### config.mk
export PLATFORM = sky130hd
export DESIGN_NAME = postfix_expression_evaluator
export DESIGN_NICKNAME = d
export VERILOG_FILES = /design/src/rtl/pev_pkg.sv /design/src/rtl/pev_div.sv /design/src/rtl/postfix_expression_evaluator.sv
export SDC_FILE = /design/constraint.sdc
export NUM_CORES = 2
export LEC_CHECK = 0
export BUFFER_PORTS_ARGS = -buffer_cell sky130_fd_sc_hd__buf_4
export CAP_MARGIN = 20
export CORE_MARGIN = 2
export CORE_UTILIZATION = 40
export CTS_BUF_LIST = sky130_fd_sc_hd__clkbuf_8
export DETAILED_ROUTE_END_ITERATION = 8
export SYNTH_ARGS = -nofsm -noshare
export SYNTH_HDL_FRONTEND = slang
export SYNTH_HIERARCHICAL = 1
export SYNTH_SLANG_ARGS = --single-unit
### constraint.sdc
create_clock -name clk -period 10.07 [get_ports clk]
set_input_delay 1.007 -clock clk [delete_from_list [all_inputs] [get_ports clk]]
set_output_delay 1.007 -clock clk [all_outputs]
set_load 0.005 [all_outputs]
### src/rtl/pev_pkg.sv
`timescale 1ns / 1ps
// ----------------------------------------------------------------------------
// pev_pkg
// Shared types and constants of the postfix expression evaluator: the channel
// payloads, status codes, sequencer states and the divider request/response.
// ----------------------------------------------------------------------------
package pev_pkg;

	// sizing
	localparam int STACK_DEPTH = 16;
	localparam int VALUE_WIDTH = 32;
	localparam int ADDR_W      = $clog2(STACK_DEPTH);
	localparam int SP_W        = $clog2(STACK_DEPTH + 1);
	localparam int CNT_W       = $clog2(VALUE_WIDTH + 1);

	// character codes
	localparam logic [7:0] CH_ZERO  = 8'h30;
	localparam logic [7:0] CH_NINE  = 8'h39;
	localparam logic [7:0] CH_PLUS  = 8'h2b;
	localparam logic [7:0] CH_MINUS = 8'h2d;
	localparam logic [7:0] CH_STAR  = 8'h2a;
	localparam logic [7:0] CH_SLASH = 8'h2f;

	// result status codes
	typedef enum logic [2:0] {
		STAT_OK    = 3'd0,
		STAT_UNDER = 3'd1,
		STAT_OVER  = 3'd2,
		STAT_DIVZ  = 3'd3,
		STAT_BADCH = 3'd4
	} status_t;

	// sequencer states
	typedef enum logic [3:0] {
		S_IDLE,
		S_DECODE,
		S_RD_RHS,
		S_RD_LHS,
		S_EXEC,
		S_DIV_WAIT,
		S_WRITE,
		S_FIN,
		S_EMIT
	} state_t;

	// channel payloads
	typedef struct packed {
		logic [7:0] char_code;
		logic       is_last;
	} item_t;

	typedef struct packed {
		logic signed [VALUE_WIDTH-1:0] value;
		status_t                       status;
	} result_t;

	// divider handshake
	typedef struct packed {
		logic                   start;
		logic [VALUE_WIDTH-1:0] dividend;
		logic [VALUE_WIDTH-1:0] divisor;
	} div_req_t;

	typedef struct packed {
		logic                   done;
		logic [VALUE_WIDTH-1:0] quotient;
	} div_rsp_t;

endpackage

### src/rtl/pev_div.sv
`timescale 1ns / 1ps
// ----------------------------------------------------------------------------
// pev_div
// Iterative signed divider, one quotient bit per cycle, truncating toward
// zero. The divisor must be nonzero; the quotient wraps at VALUE_WIDTH bits.
// ----------------------------------------------------------------------------
module pev_div import pev_pkg::*; (
	input  logic     clk,
	input  logic     arst_n,
	input  div_req_t req,
	output div_rsp_t rsp
);

	logic                   busy_q;
	logic                   done_q;
	logic [CNT_W-1:0]       cnt_q;
	logic [VALUE_WIDTH-1:0] rem_q;
	logic [VALUE_WIDTH-1:0] quo_q;
	logic [VALUE_WIDTH-1:0] dvs_q;
	logic                   neg_q;
	logic [VALUE_WIDTH:0]   shifted;
	logic [VALUE_WIDTH:0]   diff;

	// one restoring step
	always_comb begin
		shifted = {rem_q, quo_q[VALUE_WIDTH-1]};
		diff    = shifted - {1'b0, dvs_q};
	end

	// control
	always_ff @(posedge clk or negedge arst_n) begin
		if (!arst_n) begin
			busy_q <= 1'b0;
			done_q <= 1'b0;
			cnt_q  <= '0;
		end else begin
			done_q <= 1'b0;
			if (req.start) begin
				busy_q <= 1'b1;
				cnt_q  <= CNT_W'(VALUE_WIDTH);
			end else if (busy_q) begin
				cnt_q <= cnt_q - CNT_W'(1);
				if (cnt_q == CNT_W'(1)) begin
					busy_q <= 1'b0;
					done_q <= 1'b1;
				end
			end
		end
	end

	// operand magnitudes and shift registers
	always_ff @(posedge clk) begin
		if (req.start) begin
			rem_q <= '0;
			quo_q <= req.dividend[VALUE_WIDTH-1] ?
				(VALUE_WIDTH'(0) - req.dividend) : req.dividend;
			dvs_q <= req.divisor[VALUE_WIDTH-1] ?
				(VALUE_WIDTH'(0) - req.divisor) : req.divisor;
			neg_q <= req.dividend[VALUE_WIDTH-1] ^ req.divisor[VALUE_WIDTH-1];
		end else if (busy_q) begin
			rem_q <= diff[VALUE_WIDTH] ? shifted[VALUE_WIDTH-1:0] : diff[VALUE_WIDTH-1:0];
			quo_q <= {quo_q[VALUE_WIDTH-2:0], ~diff[VALUE_WIDTH]};
		end
	end

	// sign fix on the way out
	assign rsp.done     = done_q;
	assign rsp.quotient = neg_q ? (VALUE_WIDTH'(0) - quo_q) : quo_q;

endmodule

### src/rtl/postfix_expression_evaluator.sv
`timescale 1ns / 1ps
// ----------------------------------------------------------------------------
// postfix_expression_evaluator
// Evaluates a postfix expression fed one character per transfer, with an
// operand stack in a small memory, one shared divider and a sequencer.
//
//   channel  direction  payload    notes
//   item     in         item_t     one character, is_last marks the end
//   result   out        result_t   one per expression, on the last character
//
// A digit is decoded and pushed; + - * take two stack reads through the single
// registered read port, execute and write back; / also waits on the bit-serial
// divider between execute and write back. A last character adds an emit state.
// item_stall is high while a character is in work, which includes a last
// character whose result waits for the output register to free up.
// Reset clears the stack pointer and error status; stack contents are not
// cleared, since only values from written entries are ever used.
// ----------------------------------------------------------------------------
module postfix_expression_evaluator import pev_pkg::*; (
	input  logic    clk,
	input  logic    arst_n,
	input  logic    item_valid,
	output logic    item_stall,
	input  item_t   item,
	output logic    result_valid,
	input  logic    result_stall,
	output result_t result
);

	state_t                 state_q, state_d;
	logic [7:0]             char_q;
	logic                   last_q;
	logic [SP_W-1:0]        sp_q;
	status_t                err_q;
	logic [VALUE_WIDTH-1:0] stack_mem [STACK_DEPTH];
	logic [VALUE_WIDTH-1:0] rd_data_q;
	logic [VALUE_WIDTH-1:0] lhs_q, rhs_q, res_q;
	logic                   result_valid_q;
	result_t                result_q;

	logic                   is_digit, is_op;
	logic                   wr_en;
	logic [ADDR_W-1:0]      wr_addr, rd_addr;
	logic [VALUE_WIDTH-1:0] wr_data;
	logic                   err_set;
	status_t                err_code;
	logic                   sp_inc, sp_dec;
	logic                   out_load;
	status_t                fin_status;
	div_req_t               div_req;
	div_rsp_t               div_rsp;

	// character classes
	always_comb begin
		is_digit = (char_q >= CH_ZERO) && (char_q <= CH_NINE);
		is_op    = (char_q == CH_PLUS) || (char_q == CH_MINUS) ||
			(char_q == CH_STAR) || (char_q == CH_SLASH);
	end

	// status reported at the end of an expression
	always_comb begin
		if (err_q != STAT_OK) begin
			fin_status = err_q;
		end else if (sp_q == '0) begin
			fin_status = STAT_UNDER;
		end else begin
			fin_status = STAT_OK;
		end
	end

	// state register
	always_ff @(posedge clk or negedge arst_n) begin
		if (!arst_n) begin
			state_q <= S_IDLE;
		end else begin
			state_q <= state_d;
		end
	end

	// next state and sequencer strobes
	always_comb begin
		state_d          = state_q;
		wr_en            = 1'b0;
		wr_addr          = sp_q[ADDR_W-1:0];
		wr_data          = {{(VALUE_WIDTH-4){1'b0}}, 4'(char_q - CH_ZERO)};
		rd_addr          = ADDR_W'(sp_q - SP_W'(1));
		err_set          = 1'b0;
		err_code         = STAT_OK;
		sp_inc           = 1'b0;
		sp_dec           = 1'b0;
		out_load         = 1'b0;
		div_req.start    = 1'b0;
		div_req.dividend = lhs_q;
		div_req.divisor  = rhs_q;
		case (state_q)
			S_IDLE: begin
				if (item_valid) begin
					state_d = S_DECODE;
				end
			end
			S_DECODE: begin
				state_d = S_FIN;
				if (err_q != STAT_OK) begin
					state_d = S_FIN;
				end else if (is_digit) begin
					if (sp_q == SP_W'(STACK_DEPTH)) begin
						err_set  = 1'b1;
						err_code = STAT_OVER;
					end else begin
						wr_en  = 1'b1;
						sp_inc = 1'b1;
					end
				end else if (!is_op) begin
					err_set  = 1'b1;
					err_code = STAT_BADCH;
				end else if (sp_q < SP_W'(2)) begin
					err_set  = 1'b1;
					err_code = STAT_UNDER;
				end else begin
					state_d = S_RD_RHS;
				end
			end
			S_RD_RHS: begin
				rd_addr = ADDR_W'(sp_q - SP_W'(2));
				state_d = S_RD_LHS;
			end
			S_RD_LHS: begin
				state_d = S_EXEC;
			end
			S_EXEC: begin
				state_d = S_WRITE;
				if (char_q == CH_SLASH) begin
					if (rhs_q == '0) begin
						err_set  = 1'b1;
						err_code = STAT_DIVZ;
						state_d  = S_FIN;
					end else begin
						div_req.start = 1'b1;
						state_d       = S_DIV_WAIT;
					end
				end
			end
			S_DIV_WAIT: begin
				if (div_rsp.done) begin
					state_d = S_WRITE;
				end
			end
			S_WRITE: begin
				wr_en   = 1'b1;
				wr_addr = ADDR_W'(sp_q - SP_W'(2));
				wr_data = res_q;
				sp_dec  = 1'b1;
				state_d = S_FIN;
			end
			S_FIN: begin
				state_d = last_q ? S_EMIT : S_IDLE;
			end
			S_EMIT: begin
				if (!result_valid_q || !result_stall) begin
					out_load = 1'b1;
					state_d  = S_IDLE;
				end
			end
			default: begin
				state_d = S_IDLE;
			end
		endcase
	end

	// control registers: stack pointer, sticky error, output valid
	always_ff @(posedge clk or negedge arst_n) begin
		if (!arst_n) begin
			sp_q           <= '0;
			err_q          <= STAT_OK;
			result_valid_q <= 1'b0;
		end else begin
			if (out_load) begin
				sp_q  <= '0;
				err_q <= STAT_OK;
			end else begin
				if (sp_inc) begin
					sp_q <= sp_q + SP_W'(1);
				end else if (sp_dec) begin
					sp_q <= sp_q - SP_W'(1);
				end
				if (err_set) begin
					err_q <= err_code;
				end
			end
			if (out_load) begin
				result_valid_q <= 1'b1;
			end else if (!result_stall) begin
				result_valid_q <= 1'b0;
			end
		end
	end

	// operand stack memory, registered read
	always_ff @(posedge clk) begin
		if (wr_en) begin
			stack_mem[wr_addr] <= wr_data;
		end
		rd_data_q <= stack_mem[rd_addr];
	end

	// datapath registers
	always_ff @(posedge clk) begin
		if (state_q == S_IDLE && item_valid) begin
			char_q <= item.char_code;
			last_q <= item.is_last;
		end
		if (state_q == S_RD_RHS) begin
			rhs_q <= rd_data_q;
		end
		if (state_q == S_RD_LHS) begin
			lhs_q <= rd_data_q;
		end
		if (state_q == S_EXEC) begin
			case (char_q)
				CH_PLUS:  res_q <= lhs_q + rhs_q;
				CH_MINUS: res_q <= lhs_q - rhs_q;
				CH_STAR:  res_q <= lhs_q * rhs_q;
				default:  res_q <= res_q;
			endcase
		end else if (state_q == S_DIV_WAIT && div_rsp.done) begin
			res_q <= div_rsp.quotient;
		end
		if (out_load) begin
			result_q.status <= fin_status;
			result_q.value  <= (fin_status == STAT_OK) ? rd_data_q : '0;
		end
	end

	// shared divider
	pev_div u_div (
		.clk    (clk),
		.arst_n (arst_n),
		.req    (div_req),
		.rsp    (div_rsp)
	);

	assign item_stall   = (state_q != S_IDLE);
	assign result_valid = result_valid_q;
	assign result       = result_q;

`ifndef SYNTH
	// the stack pointer never passes the depth
	a_sp_range: assert property (@(posedge clk) disable iff (!arst_n)
		sp_q <= SP_W'(STACK_DEPTH))
		else $error("stack pointer beyond depth");

	// an error result always carries a zero value
	a_err_value: assert property (@(posedge clk) disable iff (!arst_n)
		result_valid_q |-> (result_q.status == STAT_OK || result_q.value == '0))
		else $error("nonzero value with error status");

	// emitting a result clears the stack pointer and error and raises the output valid
	a_clear: assert property (@(posedge clk) disable iff (!arst_n)
		out_load |=> (sp_q == '0 && err_q == STAT_OK && result_valid_q))
		else $error("state not cleared after result");

	// divider completes only while the sequencer waits on it
	a_div_done: assert property (@(posedge clk) disable iff (!arst_n)
		div_rsp.done |-> state_q == S_DIV_WAIT)
		else $error("divider done outside wait state");

	// an operator reaching execute had two operands
	a_exec_operands: assert property (@(posedge clk) disable iff (!arst_n)
		state_q == S_EXEC |-> sp_q >= SP_W'(2))
		else $error("execute with fewer than two operands");
`endif

endmodule
==> flow_metrics.env <==
export IMPL_drc_errors=0
export IMPL_port_buffers=49
export IMPL_detailroute_wirelength_met3_um=8860
export IMPL_worst_hold_path_num_cells=1
export IMPL_post_cts_setup_buffers=0
export IMPL_grt_pass1_wl_um=210000
export IMPL_timing_critical_path_required_ns=10.71
export IMPL_rows=132
export IMPL_slew_violations=0
export IMPL_netlist_instances=4300
export IMPL_drt_total_wl_um=136000
export IMPL_fin_tns_setup_ns=0
export IMPL_mostFrequentLayoutCells="edfxtp_1, inv_1, fa_1"
export IMPL_ant_nets=0
export IMPL_critPathLaunchType="register"
export IMPL_synth_lib_cells_used_distinct=89
export IMPL_skew_ns=0.0666
export IMPL_detailed_place_hpwl_um=90500
export IMPL_crit_reg2reg_launch="rhs_q[8]"
export IMPL_globalRoute_totalOverflow=0
export IMPL_hold_path_startpoint="item[1]"
export IMPL_rsz0062_at_grt="no"
export IMPL_grt_start_max_net_pins=74
export IMPL_synthesis_area_um2=52300
export IMPL_synth_top_flop_cell="edfxtp_1"
export IMPL_ff_latch_area_um2=23300
export IMPL_ctsResizeCount=0
export IMPL_final_hold_violation_count=0
export IMPL_clock_slew_at_the_register_clock_pins_of_the_worst_setup_and_hold_paths_ns=0.07
export IMPL_hold_path_class="in -> reg"
export IMPL_floorplan_core_area_um2=130000
export IMPL_layout_commonest_cell="edfxtp_1"
export IMPL_tritoncts_clock_tree="yes"
export IMPL_crit_path_max_fanout=18
export IMPL_worst_endpoint_arrival_ns=8.38
export IMPL_synth_edf_count=717
export IMPL_seq_area_frac_synth_pct=44.6
export IMPL_holdBufCountCts=1
export IMPL_first_global_vias=34737
export IMPL_io_pins=50
export IMPL_r2r_worst_path_cells=24
export IMPL_holdPathEnd="char_q[0]"
export IMPL_wl_met1_um=58100
export IMPL_gp_congestion=0.896
export IMPL_clk_root_buffer_cell="clkbuf_8"
export IMPL_flow_area_growth_from_synthesis_pct=9.94
export IMPL_cts_made_buffers=136
export IMPL_fmaxAchievable_mhz=129
export IMPL_period_share_pct=76.9
export IMPL_place_area_um2=54900
export IMPL_ffs_w_async_s_r_synth_pct=2.62
export IMPL_wire_per_inst_um=21.9
export IMPL_synthesis_yosys_warnings=6
export IMPL_vias_per_cell=5.32
export IMPL_multi_input_area_um2=26600
export IMPL_rr_endpoint="res_q[30]"
export IMPL_status="finished clean"
export IMPL_timing_setup_critical_path_class="reg -> reg"
export IMPL_drive_above_1_share_pct=11.5
export IMPL_fill_cells=11947
export IMPL_setup_reg_to_reg_worst_slack_ns=2.33
export IMPL_die_area_um2=134000
export IMPL_nNetsFinal=4982
export IMPL_grt_antenna_before_repair=14
export IMPL_drt_pre_antenna_iters=5
export IMPL_initial_util_pct=40.3
export IMPL_h_tree_depth=4
export IMPL_postSynthAreaPerCell_um2=12.2
export IMPL_clockBufferDepth=3
export IMPL_first_iter_violations=2584
export IMPL_cts_sink_count=802
export IMPL_met2_wirelength_um=65100
export IMPL_worstSetupEndpointType="register"
export IMPL_grt_total_usage_pct=20.9
export IMPL_report_final_setup_viol=0
export IMPL_slew_headroom_pct=20.3
export IMPL_worst_skew_pair_latency_ns=0.84
export IMPL_die_height_um=366
export IMPL_max_slew_worst_pin_slew_ns=1.18
export IMPL_yosys_register_bits=802
export IMPL_maxCapViolations=0
export IMPL_layout_min_cycle_time_ns=7.74
export IMPL_num_vias=33105
export IMPL_die_width_um=366
export IMPL_layout_cell_area_non_filler_um2=57500
export IMPL_routed_top_layer="met5"
export IMPL_synth_fp_nets=4921
export IMPL_final_core_utilization_pct=44.4
-- layout make-up --
class                      instances  area share [%]
inverter                         438            2.86
timing repair buffer             144            1.92
antenna                            4          0.0174
sequential                       802            40.6
multi-input combinational       2839            46.3
clock buffer                     142            3.40
clock inverter                   108            1.12
tap                             1742            3.79
-- layer usage --
layer / track usage [%] / vias up
li1: - / 14974
met1: 27.9 / 16906
met2: 34.5 / 1002
met3: 3.52 / 221
met4: 7.05 / 2
met5: 0 / -
-- critical path: stages (launching register included) --
cell      delay (ns)
edfxtp_1        0.97
buf_4           0.37
nand2_1         0.11
fa_1            0.42
inv_1           0.07
fa_1            0.43
fa_1            0.52
inv_1           0.05
fa_1            0.48
inv_1           0.05
fa_1            0.48
fa_1            0.58
fa_1            0.43
fa_1            0.47
ha_1            0.39
a21o_1          0.19
a21o_1          0.17
a21oi_1         0.23
nand3_1         0.11
o21ai_0         0.33
o21a_1          0.19
o21ai_0         0.11
xor2_1          0.17
nand2_1         0.07
a21oi_1         0.17
-- per-stage QoR --
stage / setup WS (ns) / instances / hold slack, ns
finish: 2.33 / 6219 / 0.386
detailed placement: 2.36 / 5963 / 0.471
global route: 1.87 / 6216 / 0.328
CTS: 2.26 / 6214 / 0.301
global placement: 2.41 / 5963 / 0.469
floorplan: 3.03 / 4300 / 0.417
-- flip-flops by register name, indices dropped and copies added (netlist names), 6 cells and up --
name         count
stack_mem      512
u_div/quo_q     32
u_div/dvs_q     32
rd_data_q       32
rhs_q           32
res_q           32
lhs_q           32
u_div/cnt_q      6
char_q           8
result          35
u_div/rem_q     32
-- synth_stat cells, types with 6 or more instances --
master    instances  area (µm²)
clkbuf_1        182         683
or3_1            15        93.8
xnor2_1         173        1520
nor3b_1           6        45.0
inv_1           437        1640
o21a_1           17         128
mux2i_1          65         651
or4_1            17         128
dfxtp_1          64        1280
mux4_2          128        2880
xor2_1           92         806
buf_4             9        67.6
nor4_1           15        93.8
buf_1            11        41.3
a21oi_1         185         926
dfrtp_1          21         526
edfxtp_1        717       21500
ha_1            198        2480
a31oi_1          19         119
nand4_1          19         119
o31ai_1          27         203
nand2_1         372        1400
nand3b_1          8        60.1
and3_1           16         100
nand3_1          27         135
and2_1          375        2350
nor3_1           39         195
o41ai_1          15         131
buf_2            14        70.1
o21bai_1          7        52.6
fa_1            410        8210
o211ai_1          9        67.6
a21o_1           37         278
nand2b_1         28         175
o21ai_0         108         541
a211oi_1         68         510
nor2b_1          46         288
nor2_1          197         739
-- how the worst max path moves through the flow --
stage	start	slack [ns]	to
after floorplan	rhs_q[6]	3.03	res_q[31]
after global placement	lhs_q[11]	2.41	res_q[31]
after detailed placement	lhs_q[11]	2.36	res_q[30]
after CTS	lhs_q[11]	2.26	res_q[31]
after global routing	rhs_q[8]	1.87	res_q[30]
final	rhs_q[8]	2.33	res_q[30]
-- kinds of logic after synthesis --
group / share of synthesized area [%]
adders and majority gates: 20.4
xor gates and xnor gates: 4.49
muxes: 6.84
DFF: 44.6
AOI/OAI and AO/OA: 6.82
and+or+nand+nor: 11.9
buffers and inverters: 4.90
Power is left out: the tool's default activity adds up to more than one toggle a clock period on the data nets, which glitch-free logic cannot reach.
